**config.mk**
```make
export PLATFORM = sky130hd
export DESIGN_NAME = ncc_ctrl
export DESIGN_NICKNAME = d
export VERILOG_FILES = /design/src/rtl/ncc_pkg.sv /design/src/rtl/ncc_ctrl.sv
export SDC_FILE = /design/constraint.sdc
export NUM_CORES = 1
export LEC_CHECK = 0
export BUFFER_PORTS_ARGS = -buffer_cell sky130_fd_sc_hd__buf_2
export CAP_MARGIN = 20
export CORE_AREA = 2 2 39 41
export CTS_CLUSTER_SIZE = 28
export DETAILED_ROUTE_END_ITERATION = 8
export DIE_AREA = 0 0 41 43
export PLACE_DENSITY = 0.71
export SLEW_MARGIN = 20
export SYNTH_ARGS = -nofsm -noshare
export SYNTH_HDL_FRONTEND = slang
export SYNTH_SLANG_ARGS = --single-unit
```
**constraint.sdc**
```tcl
create_clock -name i_clk -period 1.4 [get_ports i_clk]
set_input_delay 0.07 -clock i_clk [delete_from_list [all_inputs] [get_ports i_clk]]
set_output_delay 0.07 -clock i_clk [all_outputs]
set_load 0.05 [all_outputs]
```
**src/rtl/ncc_pkg.sv**
```systemverilog
package ncc_pkg;

    // Block configuration.
    localparam int SAMPLE_BITS = 16;
    localparam int MAX_LEN     = 1024;

    // Field widths of the stream payloads.
    localparam int FIELD_W  = 16;
    localparam int DOT_W    = 42;
    localparam int CORR_W   = 16;
    localparam int STAT_W   = 2;
    localparam int IN_W     = 2 * FIELD_W;
    localparam int OUT_W    = ((DOT_W + CORR_W + 7) / 8) * 8;

    // Accumulator widths follow from the sample width and the run length.
    localparam int LEN_BITS = $clog2(MAX_LEN);
    localparam int CNT_W    = $clog2(MAX_LEN + 1);
    localparam int PROD_W   = 2 * SAMPLE_BITS;
    localparam int E_W      = 2 * SAMPLE_BITS - 1 + LEN_BITS;
    localparam int CROSS_W  = E_W + 1;

    // Back end: serial products, then a bit-by-bit search for the Q1.15 magnitude.
    localparam int Q_W      = CORR_W;
    localparam int Q_SHIFT  = 2 * (Q_W - 1);
    localparam int PP_W     = 2 * E_W;
    localparam int BIG_W    = PP_W + 2 * Q_W + 1;
    localparam int STEP_W   = $clog2(E_W);

    // Status codes.
    localparam logic [STAT_W-1:0] ST_OK   = 2'd0;
    localparam logic [STAT_W-1:0] ST_ZERO = 2'd1;
    localparam logic [STAT_W-1:0] ST_LEN  = 2'd2;

    typedef struct packed {
        logic ready;
        logic load;
        logic mul_step;
        logic srch_init;
        logic srch_add;
        logic srch_test;
        logic out_load;
    } t_cmd;

    typedef struct packed {
        logic last_acc;
        logic skip;
        logic out_free;
    } t_sts;

endpackage

```
**src/rtl/ncc_ctrl.sv**
```systemverilog
module ncc_ctrl
    import ncc_pkg::*;
(
    input  logic i_clk,
    input  logic i_rst_n,
    input  t_sts i_sts,
    output t_cmd o_cmd
);

    localparam logic [2:0] S_ACC   = 3'd0;
    localparam logic [2:0] S_DRAIN = 3'd1;
    localparam logic [2:0] S_LOAD  = 3'd2;
    localparam logic [2:0] S_MUL   = 3'd3;
    localparam logic [2:0] S_INIT  = 3'd4;
    localparam logic [2:0] S_ADD   = 3'd5;
    localparam logic [2:0] S_TEST  = 3'd6;
    localparam logic [2:0] S_OUT   = 3'd7;

    logic [2:0]        r_state;
    logic [2:0]        n_state;
    logic [STEP_W-1:0] r_cnt;
    logic [STEP_W-1:0] n_cnt;

    always_comb begin
        n_state = r_state;
        n_cnt   = r_cnt;
        o_cmd   = '0;
        case (r_state)
            S_ACC: begin
                o_cmd.ready = 1'b1;
                if (i_sts.last_acc) begin
                    n_state = S_DRAIN;
                end
            end
            S_DRAIN: begin
                n_state = S_LOAD;
            end
            S_LOAD: begin
                o_cmd.load = 1'b1;
                n_cnt      = '0;
                n_state    = i_sts.skip ? S_OUT : S_MUL;
            end
            S_MUL: begin
                o_cmd.mul_step = 1'b1;
                n_cnt          = r_cnt + 1'b1;
                if (r_cnt == STEP_W'(E_W - 1)) begin
                    n_state = S_INIT;
                end
            end
            S_INIT: begin
                o_cmd.srch_init = 1'b1;
                n_cnt           = '0;
                n_state         = S_ADD;
            end
            S_ADD: begin
                o_cmd.srch_add = 1'b1;
                n_state        = S_TEST;
            end
            S_TEST: begin
                o_cmd.srch_test = 1'b1;
                n_cnt           = r_cnt + 1'b1;
                n_state         = (r_cnt == STEP_W'(Q_W - 1)) ? S_OUT : S_ADD;
            end
            S_OUT: begin
                if (i_sts.out_free) begin
                    o_cmd.out_load = 1'b1;
                    n_state        = S_ACC;
                end
            end
            default: begin
                n_state = S_ACC;
            end
        endcase
    end

    always_ff @(posedge i_clk) begin
        if (!i_rst_n) begin
            r_state <= S_ACC;
            r_cnt   <= '0;
        end else begin
            r_state <= n_state;
            r_cnt   <= n_cnt;
        end
    end

endmodule

```
* Word-level counts from Yosys, hierarchy flattened
Cells that the tools add are included.
Storage, ports and cells: output and inout bits 7, bits in registers 9, word-level logic and storage cells 35, input bits 5
Operators by class: reduce and logical (&&, ||, !) cells 5, equal/unequal tests 12, multiplexer cells 15, $add $sub $neg 1
Operators with widths (number):
- case mux 3 bit (8 select lines) | 1
- equality test 3 bit, second input constant | 4
- two-way mux 3 bit | 4
- case mux 6 bit (2 select lines) | 1
- two-way mux 1 bit | 8
- adder 6 x 1 -> 6 bit, second input constant | 1
- equality test 3 x 2 -> 1 bit, second input constant | 2
- equality test 6 x 4 -> 1 bit, second input constant | 1
- equality test 6 bit, second input constant | 1
- inequality test 2 bit, second input constant | 3
- OR reduction 2 bit | 2
- equality test 3 x 1 -> 1 bit, second input constant | 1
- logical NOT 3 bit | 1
- AND reduction 3 bit | 1
- two-way mux 2 bit | 1
- nonzero test 2 bit | 1

* Longest topological paths before layout
Gate-level depths: netlist (run 1).
depth in word-level cells 3, depth in mapped cells 5

* Worst setup path after synthesis (run 1)
No wires, ideal clock.
kind flip-flop to output port, start point reg r_state[2], end point out o_cmd[3] (netlist bit), setup slack -0.363 ns, data arrival time 1.693 ns, buffers on the path 1, stages on the path, launching flop included 4, cell sequence dfxtp_1 buf_6 inv_2 nor3_1
RTL lines:
- start, declared | line ncc_ctrl.sv:19 | logic [2:0] r_state;
- start signal, assigned | line ncc_ctrl.sv:81 | r_state <= n_state;
- end, declared | line ncc_ctrl.sv:7 | output t_cmd o_cmd

==> results of run 1 <==
[where the power goes]
group	switching, mW	internal, mW	total (mW)	leakage, nW
sequential	0.0304	0.275	0.306	0.0745
combinational	0.197	0.126	0.323	0.225
clock	0.0948	0.110	0.205	0.0150
[Yosys cell counts, drive strengths merged (2+ instances only)]
master  count
a21oi       9
dfxtp       9
nor2        7
nand3       6
buf         4
inv         4
xnor2       4
nand2       3
nand2b      3
a211oi      2
a21boi      2
ha          2
nor2b       2
nor3        2
o21ai       2
o22ai       2
[cells in the final DEF (no fill, tap or decap), types with 4 or more instances in the layout]
cell type	instances
nor2_1	5
buf_2	8
xnor2_1	4
dfxtp_1	6
a21oi_1	8
clkbuf_4	5
buf_4	6
nand3_1	6
[path summary, 6_finish.rpt]
check	from	end	slack, ns	cells after the start
max	r_state[2]	o_cmd[1]	0.09	4
min	i_rst_n	r_cnt[2]	0.09	2
max reg2reg	r_cnt[0]	r_state[1]	0.14	5
min reg2reg	r_cnt[0]	r_cnt[0]	0.50	2
[flip-flops by register name (all words and copies together), names as in the netlist]
name,count
r_state,3
r_cnt,6
[routing by layer]
layer  routed length, um  up-vias
met5                   0        -
met4                  36        0
met3                  53        5
met2                 624       13
met1                 597      256
li1                    -      302
[layout make-up]
cell class              instances  area (um2)  area share
repair buffers                 17         120       0.153
multi-input cells              58         419       0.533
clock buffers                   4        26.3      0.0334
well taps                      16        20.0      0.0254
flip-flops and latches          9         186       0.237
inverters                       4        15.0      0.0191
[cell families (layout without fill, tap and decap cells)]
group | after synthesis | after routing | synth area share
simple gates | 31 | 31 | 0.305
compound gates | 20 | 20 | 0.223
flops | 9 | 9 | 0.281
buf+inv | 8 | 25 | 0.0840
xor+xnor | 5 | 5 | 0.0684
fa+ha+maj | 2 | 2 | 0.0391
[through the flow]
step | total power [mW] | util | cell area, um2 | instances | worst slack, ns
2_1_floorplan | 0.550 | - | 653 | 75 | 0.00961
3_3_place_gp | 0.622 | 0.540 | 747 | 104 | 0.152
3_5_place_dp | 0.627 | 0.540 | 747 | 104 | 0.112
4_1_cts | 0.833 | 0.561 | 777 | 108 | 0.00827
5_1_grt | 0.879 | 0.569 | 787 | 108 | 0.00416
6_report | 0.834 | 0.569 | 787 | 108 | 0.0903
[worst reg2reg max path, cell delays in order (launching register included)]
cell     delay, ns
dfxtp_1       0.36
inv_1         0.07
ha_1          0.18
nor2b_1       0.14
a211o_1       0.29
a21oi_1       0.13
==> summary.txt, run 1 <==
Clock tree
  • PostCTS Resize Cnt: 2
  • H-Tree Depth: 1
  • Clk_lat worst skew: 0.27 ns
  • Clock buffer depth: 2
  • Post-CTS Setup Inserts: 0
  • Root buf cell: clkbuf_4
  • Clk sinks: 9
  • Clock slew at reported path FFs: 0.06 ns
  • CTS tree: built
  • Cts hold-fix bufs: 0
  • CTS buffer count: 3

STA
  • Final Hold Viols: 0
  • Slew HR: 0.683
  • Setup violators final: 0
  • Clk_skew: 0.00507 ns
  • Final Max Tran Viols: 0
  • Worst-Margin Slew: 0.470 ns
  • Hold_ws: 0.0937 ns
  • Fin crit share: 0.935
  • Fin crit period: 1.31 ns
  • Fin Setup TNS: 0 ns
  • RSZ-0062 raised after global routing: false
  • Peak Freq: 0.764 GHz

Worst setup path
  • CP endpoint kind: output port
  • CP Max Fanout: 9
  • Startpoint types: flip-flop
  • Crit path max-delay family: buffers and inverters
  • CP Buf/Inv Count: 3
  • Crit path kind: flip-flop to output port
  • Required time of the worst setup path: 1.33 ns
  • Worst EP arrival: 1.24 ns
  • Critical Path Slowest Stage Cell: dfxtp_4
  • CP Cell Sequence: buf_4 > inv_2 > nor2_1 > clkbuf_4
  • Crit path largest cell delay: 0.42 ns

Synth
  • Mapped cell area: 641 um2
  • Biggest area consumer among synthesized cells: dfxtp_1
  • Sequential element share of the synthesized area: 0.281
  • Post-synth EDFFs: 0
  • Yosys top cell area share: 0.281
  • Main synth FF type: dfxtp_1
  • Synth Area per Inst: 8.54 um2
  • Ys async rst share: 0
  • Syn nets: 82
  • Flops & latches, synth: 9
  • Unique cell type count in the Yosys netlist: 36
  • Post-Syn Instances: 75
  • Synth Warn #: 0
  • Synth top area cells: dfxtp_1, a21oi_1, xnor2_1

Run status
  • Status: finished clean

Routing
  • 1st-iter DRT viols: 11
  • Via-per-instance ratio: 5.33
  • DRT Pass-1 Iters: 4
  • Vias after detailed routing: 576
  • Final wirelength: 1310 um
  • DRT antenna net count: 0
  • Post-route DRC: 0
  • Avg WL per Cell: 12.1 um

Cells and area
  • Area growth from synthesis to layout: 22.9%
  • NumNets Final: 100
  • Fillers: 129
  • N_diodes: 0
  • Share of cells above drive strength 1: 0.402

Global routing
  • GRT Max-Usage Layer: met2
  • Total GRT Usage: 0.178
  • Remaining Overflow, GRT: 0
  • Met2 Resource Use GR: 0.278
  • Met1 Track Usage GR: 0.216
  • First-pass GRT wire length: 2090 um
  • Initial antenna violation count: 0
  • Vias in the first global route: 525
  • Grt met3 use: 0.0314
  • Largest net degree at the start of global routing: 12

Floorplan
  • Core region area: 1380 um2
  • Die ar.: 1760 um2
  • Row cnt: 14
  • Die W: 41 um
  • Initial Utilization: 0.463
  • Die Height: 43 um
  • Num ports: 12

Place
  • Hpwl dp: 1000 um
  • PortBufs: 11
  • Placer Congestion: 0.777

Flow run
  • MaxCap Viol Count: 0

Worst hold path
  • Hold crit path type: input pin to flip-flop

Power and ir drop
  • Cell Pwr Density: 1060 nW/um2
  • LEAKAGE: 0.314 nW
  • VDD IR max: 0.436 mV
Power figures use the tool's default switching activity.
==> run 2, diff against run 1 <==
--- a/config.mk
+++ b/config.mk
@@ -5,7 +5,7 @@
 export SDC_FILE = /design/constraint.sdc
 export NUM_CORES = 1
 export LEC_CHECK = 0
-export BUFFER_PORTS_ARGS = -buffer_cell sky130_fd_sc_hd__buf_2
+export BUFFER_PORTS_ARGS = -buffer_cell sky130_fd_sc_hd__buf_4
 export CAP_MARGIN = 20
 export CORE_AREA = 2 2 39 41
 export CTS_CLUSTER_SIZE = 28
==> summary.txt, run 2 (synthesis results as in run 1) <==
Cells and area
  • NumNets Final: 100 (unchanged)
  • Area growth from synthesis to layout: 24.6%
  • Commonest non-fill, non-tap cell in the layout: buf_4
  • Post-route cell area: 798 um2 (+1.4%)
  • Biggest register: r_cnt
  • Share of cells above drive strength 1: 0.424 (+0.0217)
  • N_diodes: 0 (unchanged)
  • Most frequent cells in the layout: buf_4, a21oi_1, nand3_1, nor2_1, dfxtp_1
  • Largest register FFs: 6 (unchanged)
  • Cell Count, Final, Fillers Out: 108 (unchanged)
  • Largest regs: r_cnt (6), r_state (3)

Clock tree
  • H-Tree Depth: 1 (unchanged)
  • Clk sinks: 9 (unchanged)
  • Clk_lat worst skew: 0.27 ns (about the same)
  • CTS buffer count: 3 (unchanged)
  • CTS tree: built
  • Root buf cell: clkbuf_4
  • Clock buffer depth: 2 (unchanged)
  • Clock slew at reported path FFs: 0.06 ns (about the same)

Power and ir drop
  • Cell Pwr Density: 1050 nW/um2 (-1.1%)
  • VDD IR max: 0.564 mV (+29%)
  • Overall Power: 0.836 mW (+0.35%)
  • LEAKAGE: 0.314 nW (about the same)

Flow run
  • MaxCap Viol Count: 0 (unchanged)

STA
  • Worst-Margin Slew: 0.445 ns (-0.0252 ns)
  • Fin Setup TNS: 0 ns (unchanged)
  • Final Max Tran Viols: 0 (unchanged)
  • Peak Freq: 0.751 GHz (-1.6%)
  • Slew HR: 0.700 (+0.0170)
  • Final Hold Viols: 0 (unchanged)
  • Fin crit period: 1.33 ns (+0.0214 ns)
  • Worst setup margin: 0.0689 ns (-0.0214 ns)
  • Setup violators final: 0 (unchanged)
  • Fin crit share: 0.951 (+0.0153)
  • RSZ-0062 raised after global routing: false
  • Clk_skew: 0.000803 ns (-0.00427 ns)

Routing
  • Vias after detailed routing: 577 (+0.17%)
  • DRT antenna net count: 0 (unchanged)
  • DRT Pass-1 Iters: 4 (unchanged)
  • Avg WL per Cell: 12.5 um (+3.0%)
  • Via-per-instance ratio: 5.34 (+0.17%)
  • Final wirelength: 1350 um (+3.0%)
  • Post-route DRC: 0 (unchanged)
  • 1st-iter DRT viols: 2 (-9)

Floorplan
  • Row cnt: 14 (unchanged)
  • Core region area: 1380 um2 (unchanged)
  • Die Height: 43 um (unchanged)
  • Num ports: 12 (unchanged)
  • Die W: 41 um (unchanged)
  • Initial Utilization: 0.463 (unchanged)
  • Die ar.: 1760 um2 (unchanged)

Worst setup path
  • Critical Path Start: r_state[1]
  • Startpoint types: flip-flop
  • Worst EP arrival: 1.26 ns (+0.02 ns)
  • Capture point of the critical path: o_cmd[0]
  • Crit path kind: flip-flop to output port
  • Crit path largest cell delay: 0.42 ns (about the same)
  • CP endpoint kind: output port
  • Worst r2r src: r_state[0]
  • Worst path most repeated cell: buf_4
  • Reg2reg end: r_state[2]
  • CP Cell Sequence: buf_4 > nand2_4 > and2b_2 > buf_4
  • Worst reg-to-reg path cell count: 3 (-2)
  • CP Max Fanout: 9 (unchanged)
  • Required time of the worst setup path: 1.33 ns (about the same)
  • Critical Path Slowest Stage Cell: dfxtp_2
  • R2R Setup Slk: 0.15 ns (about the same)

Global routing
  • Largest net degree at the start of global routing: 11 (-1)
  • Total GRT Usage: 0.184 (+0.00688)
  • First-pass GRT wire length: 2120 um (+1.3%)
  • Remaining Overflow, GRT: 0 (unchanged)
  • Vias in the first global route: 494 (-5.9%)
  • Initial antenna violation count: 0 (unchanged)

Place
  • Placed insts: 104 (unchanged)
  • PortBufs: 11 (unchanged)
  • Worst slack, placed: 0.0475 ns (-0.0645 ns)
  • Hpwl dp: 1050 um (+4.6%)
  • Area of placed instances: 762 um2 (+2.0%)
  • Placer Congestion: 0.772 (-0.66%)

Worst hold path
  • Hold crit path type: input pin to flip-flop

Run status
  • Status: finished clean
==> run 2: cell type report <==
cell class	instances	area, um2
fillers	121	586
multi-input cells	58	422
flip-flops and latches	9	188
repair buffers	17	128
clock buffers	4	26.3
well taps	16	20.0
inverters	4	15.0
==> run 2: critical path, delay by kind of cell, from the launching register on <==
kind / cells / cell delay (ns)
flops: 1 / 0.42
buf+inv: 2 / 0.33
simple gates: 2 / 0.24
==> run 2: per-stage QoR <==
stage | util | hold WS, ns
floorplan | - | 0.188
global placement | 0.551 | 0.332
detailed placement | 0.551 | 0.342
CTS | 0.572 | 0.0579
global route | 0.577 | 0.0705
finish | 0.577 | 0.0618
==> run 2: report_power, final <==
group	leakage, nW	internal (mW)	switching, mW
combinational	0.224	0.126	0.183
sequential	0.0749	0.276	0.0408
clock	0.0150	0.110	0.0999
==> run 2: what timing repair did <==
action,in CTS,in global routing
endpoints found under the setup margin,5,4
hold buffers,0,0
setup buffers,0,0
resized for setup,3,3
==> run 2: how the worst min path moves through the flow <==
stage	start	slack, ns	to	cells past startpoint
global placement	i_rst_n	0.33	r_cnt[2]	2
detailed placement	i_rst_n	0.34	r_cnt[2]	2
CTS	i_rst_n	0.06	r_cnt[2]	2
global route	i_rst_n	0.07	r_cnt[2]	2
floorplan	i_rst_n	0.19	r_cnt[2]	1
finish	i_rst_n	0.06	r_cnt[2]	2
==> run 2: routing by layer <==
metal	part of all wire	wire length, um	vias to the layer above	GRT usage
li1	-	-	299	-
met1	0.46	616	258	0.215
met2	0.45	612	15	0.269
met3	0.057	77	5	0.0524
met4	0.033	45	0	0.140
met5	0	0	-	0
==> run 3, diff against run 2 <==
--- a/config.mk
+++ b/config.mk
@@ -7,11 +7,11 @@
 export LEC_CHECK = 0
 export BUFFER_PORTS_ARGS = -buffer_cell sky130_fd_sc_hd__buf_4
 export CAP_MARGIN = 20
-export CORE_AREA = 2 2 39 41
+export CORE_MARGIN = 2
+export CORE_UTILIZATION = 47
 export CTS_CLUSTER_SIZE = 28
 export DETAILED_ROUTE_END_ITERATION = 8
-export DIE_AREA = 0 0 41 43
-export PLACE_DENSITY = 0.71
+export PLACE_DENSITY = 0.72
 export SLEW_MARGIN = 20
 export SYNTH_ARGS = -nofsm -noshare
 export SYNTH_HDL_FRONTEND = slang
==> constraint.sdc (replaced) <==
create_clock -name i_clk -period 1.15 [get_ports i_clk]
set_input_delay 0.0575 -clock i_clk [delete_from_list [all_inputs] [get_ports i_clk]]
set_output_delay 0.0575 -clock i_clk [all_outputs]
set_load 0.05 [all_outputs]
==> summary.txt, run 3 <==
Floorplan
  • Num ports: 12 (unchanged)
  • Die Height: 40.9 um (-4.8%)
  • Initial Utilization: 0.499 (+0.0356)
  • Row cnt: 13 (-1)
  • Die W: 40.9 um (-0.20%)

Synth
  • Synth top area cells: dfxtp_1, a21oi_1, xnor2_1
  • Mux cell area share after synthesis: 0 (unchanged)
  • Post-synthesis xor/xnor area fraction: 0.0684 (unchanged)
  • Synth Area per Inst: 8.54 um2 (unchanged)
  • Synth Area in Compound Gates: 0.223 (unchanged)
  • Syn nets: 82 (unchanged)
  • Synth Warn #: 0 (unchanged)
  • Post-synthesis adder-cell area fraction: 0.0391 (unchanged)
  • Count leader, synth: dfxtp_1
  • Largest family of logic cells by synthesized area: simple AND/OR/NAND/NOR gates
  • Flops & latches, synth: 9 (unchanged)
  • Mapped cell area: 641 um2 (unchanged)
  • Post-Syn Instances: 75 (unchanged)
  • Main synth FF type: dfxtp_1
  • Biggest area consumer among synthesized cells: dfxtp_1
  • Post-synth EDFFs: 0 (unchanged)
  • Top cells by count, synth: dfxtp_1, a21oi_1, nand3_1, nor2_1, xnor2_1
  • Unique cell type count in the Yosys netlist: 36 (unchanged)
  • Sequential element share of the synthesized area: 0.281 (unchanged)
  • Synth Area in Simple Gates: 0.305 (unchanged)
  • Yosys top cell area share: 0.281 (unchanged)
  • Ys async rst share: 0 (unchanged)

Clock tree
  • H-Tree Depth: 1 (unchanged)
  • Clock buffer depth: 2 (unchanged)
  • CTS buffer count: 3 (unchanged)
  • Clk sinks: 9 (unchanged)
  • Root buf cell: clkbuf_4

Run status
  • Error message: [ERROR DPL-0033] detailed placement checks failed during check placement.
  • Failed at: global routing (5_1_grt)
  • Status: aborted with a tool error

Global routing
  • Largest net degree at the start of global routing: 7
  • Initial antenna violation count: 0

Place
  • Hpwl dp: 1170 um (+11%)
  • PortBufs: 11 (unchanged)
  • Worst slack, placed: -0.0930 ns (-0.141 ns)
  • Placer Congestion: 0.724 (-6.2%)

STA
  • Worst setup endpoint GRT: o_cmd[3]
  • Worst End Pin Type: primary output
==> run 3: cell counts after synthesis <==
Identical to the previous run, type by type.
==> run 3: per-stage QoR <==
stage | area [um2] | instances | hold slack [ns]
floorplan | 679 | 75 | 0.175
global placement | 907 | 119 | 0.328
detailed placement | 907 | 119 | 0.323
CTS | 1160 | 131 | 0.0685
==> run 3: kinds of logic after synthesis <==
logic type               Yosys count
XOR/XNOR                           5
AND/OR/NAND/NOR                   31
buffers and inverters              8
flip-flops                         9
adder cells (fa/ha/maj)            2
AO/OA/AOI/OAI                     20
==> run 3: what timing repair did <==
item                       4_1_cts
resized for setup               44
pin swaps                       15
buffers inserted                 8
hold buffers                     0
setup endpoints to repair       16
==> run 4, diff against run 3 <==
--- a/config.mk
+++ b/config.mk
@@ -7,11 +7,10 @@
 export LEC_CHECK = 0
 export BUFFER_PORTS_ARGS = -buffer_cell sky130_fd_sc_hd__buf_4
 export CAP_MARGIN = 20
-export CORE_MARGIN = 2
-export CORE_UTILIZATION = 47
-export CTS_CLUSTER_SIZE = 28
+export CORE_AREA = 2 2 63 65
 export DETAILED_ROUTE_END_ITERATION = 8
-export PLACE_DENSITY = 0.72
+export DIE_AREA = 0 0 65 67
+export PLACE_DENSITY_LB_ADDON = 0.15
 export SLEW_MARGIN = 20
 export SYNTH_ARGS = -nofsm -noshare
 export SYNTH_HDL_FRONTEND = slang
==> constraint.sdc (replaced) <==
create_clock -name i_clk -period 1.5 [get_ports i_clk]
set_input_delay 0.075 -clock i_clk [delete_from_list [all_inputs] [get_ports i_clk]]
set_output_delay 0.075 -clock i_clk [all_outputs]
set_load 0.05 [all_outputs]
==> summary.txt, run 4 (synthesis results as in run 1) <==
Run status
  • Status: finished clean

Floorplan
  • Die W: 65 um (+59%)
  • Die Height: 67 um (+64%)
  • Num ports: 12 (unchanged)
  • Die ar.: 4360 um2
  • Row cnt: 22 (+9)
  • Initial Utilization: 0.178 (-0.321)
  • Core region area: 3610 um2

STA
  • Peak Freq: 0.712 GHz
  • Setup violators final: 0
  • RSZ-0062 raised after global routing: false
  • Fin crit period: 1.40 ns
  • Hold_ws: 0.0959 ns
  • Fin crit share: 0.937
  • Final Max Tran Viols: 0
  • Slew HR: 0.710
  • Clk_skew: 0.00754 ns
  • Worst-Margin Slew: 0.431 ns
  • Final Hold Viols: 0
  • Fin Setup TNS: 0 ns

Power and ir drop
  • Sequential group share of total power: 0.331
  • Clock power share: 0.337
  • Cell Pwr Density: 1040 nW/um2
  • VDD IR max: 0.210 mV
  • Switching share of power: 0.365
  • Comb power frac: 0.332
  • LEAKAGE: 0.313 nW
  • Cell internal pwr: 0.551 mW
  • Net Sw Power: 0.316 mW
  • Overall Power: 0.868 mW

Cells and area
  • Fillers: 403
  • NumNets Final: 98
  • Largest register FFs: 6
  • Core occupancy in the finished layout: 0.231
  • Share of cells above drive strength 1: 0.378
  • Most frequent cells in the layout: buf_4, a21oi_1, dfxtp_1, nand3_1, nor2_1
  • Largest regs: r_cnt (6), r_state (3)
  • N_diodes: 0
  • Commonest non-fill, non-tap cell in the layout: buf_4
  • Area growth from synthesis to layout: 30.3%
  • Biggest register: r_cnt

Worst setup path
  • CP Max Fanout: 10
  • Worst r2r src: r_cnt[0]
  • CP endpoint kind: output port
  • Reg2reg end: r_state[0]
  • Worst reg-to-reg path cell count: 5
  • Required time of the worst setup path: 1.42 ns
  • Worst EP arrival: 1.33 ns
  • Crit path kind: flip-flop to output port
  • Startpoint types: flip-flop
  • R2R Setup Slk: 0.23 ns

Clock tree
  • Root buf cell: clkbuf_8
  • Clock slew at reported path FFs: 0.05 ns
  • Clk sinks: 9 (unchanged)
  • Clock buffer depth: 2 (unchanged)
  • Clk_lat worst skew: 0.24 ns
  • H-Tree Depth: 1 (unchanged)
  • CTS buffer count: 3 (unchanged)
  • CTS tree: built

Routing
  • Final wirelength: 1550 um
  • Post-route DRC: 0
  • Via-per-instance ratio: 4.22
  • DRT Pass-1 Iters: 4
  • 1st-iter DRT viols: 37
  • Avg WL per Cell: 11.2 um
  • Vias after detailed routing: 583
  • DRT antenna net count: 0

Global routing
  • Largest net degree at the start of global routing: 11
  • Initial antenna violation count: 0
  • Total GRT Usage: 0.0873
  • First-pass GRT wire length: 2780 um
  • Remaining Overflow, GRT: 0
  • Vias in the first global route: 602

Worst hold path
  • Worst hold start: i_rst_n
  • Min-Delay Endpoint: r_cnt[2]
  • Hold Crit Depth: 2
  • Hold crit path type: input pin to flip-flop

Flow run
  • MaxCap Viol Count: 0

Place
  • PortBufs: 11 (unchanged)
  • Hpwl dp: 1190 um (+2.1%)
  • Placer Congestion: 0.714 (-1.4%)
==> run 4: worst max path at each step <==
stage,end,depth (start not counted),start
floorplan,o_cmd[1],3,r_state[2]
global placement,r_state[1],5,r_cnt[0]
detailed placement,r_state[1],3,r_state[2]
CTS,o_cmd[0],4,r_state[0]
global route,r_state[1],5,r_cnt[1]
finish,o_cmd[0],4,r_state[0]
==> run 4: cell type report <==
cell class,count,area [um2],area share
multi-input cells,58,419,0.502
flip-flops and latches,9,183,0.219
repair buffers,15,113,0.135
well taps,48,60.1,0.0720
clock buffers,4,45.0,0.0540
inverters,4,15.0,0.0180
==> run 4: stage by stage <==
stage	instances	instance area, um2	setup slack (ns)
4_1_cts	138	835	0.0877
6_report	138	835	0.0951
3_3_place_gp	134	787	0.153
5_1_grt	138	835	0.0354
3_5_place_dp	134	787	0.192
2_1_floorplan	75	653	0.105
==> run 4: repair_timing <==
action | in CTS | in global routing
gates resized for setup | 2 | 0
setup endpoints to repair | 4 | 0
buffers inserted | 0 | 0
hold buffers | 0 | 0
==> run 4: worst max-delay path: stages (launching register included) <==
cell and delay, ns:
dfxtp_2 0.40, buf_4 0.23, nand2_4 0.07, and2b_2 0.20, buf_4 0.18
==> run 4: metal layers <==
metal  vias to the layer above  share of wire  GRT usage
met4                         0          0.033     0.0718
met1                       272           0.48      0.108
met3                         4          0.041     0.0169
li1                        297              -          -
met2                        10           0.45      0.130
met5                         -              0          0
==> run 4: power groups by stage <==
| stage | clock (mW) | combinational [mW] | sequential [mW] |
|---|---|---|---|
| floorplan | 0 | 0.238 | 0.275 |
| global placement | 0 | 0.296 | 0.289 |
| detailed placement | 0 | 0.291 | 0.289 |
| CTS | 0.303 | 0.292 | 0.286 |
| global route | 0.313 | 0.316 | 0.290 |
| finish | 0.293 | 0.288 | 0.287 |
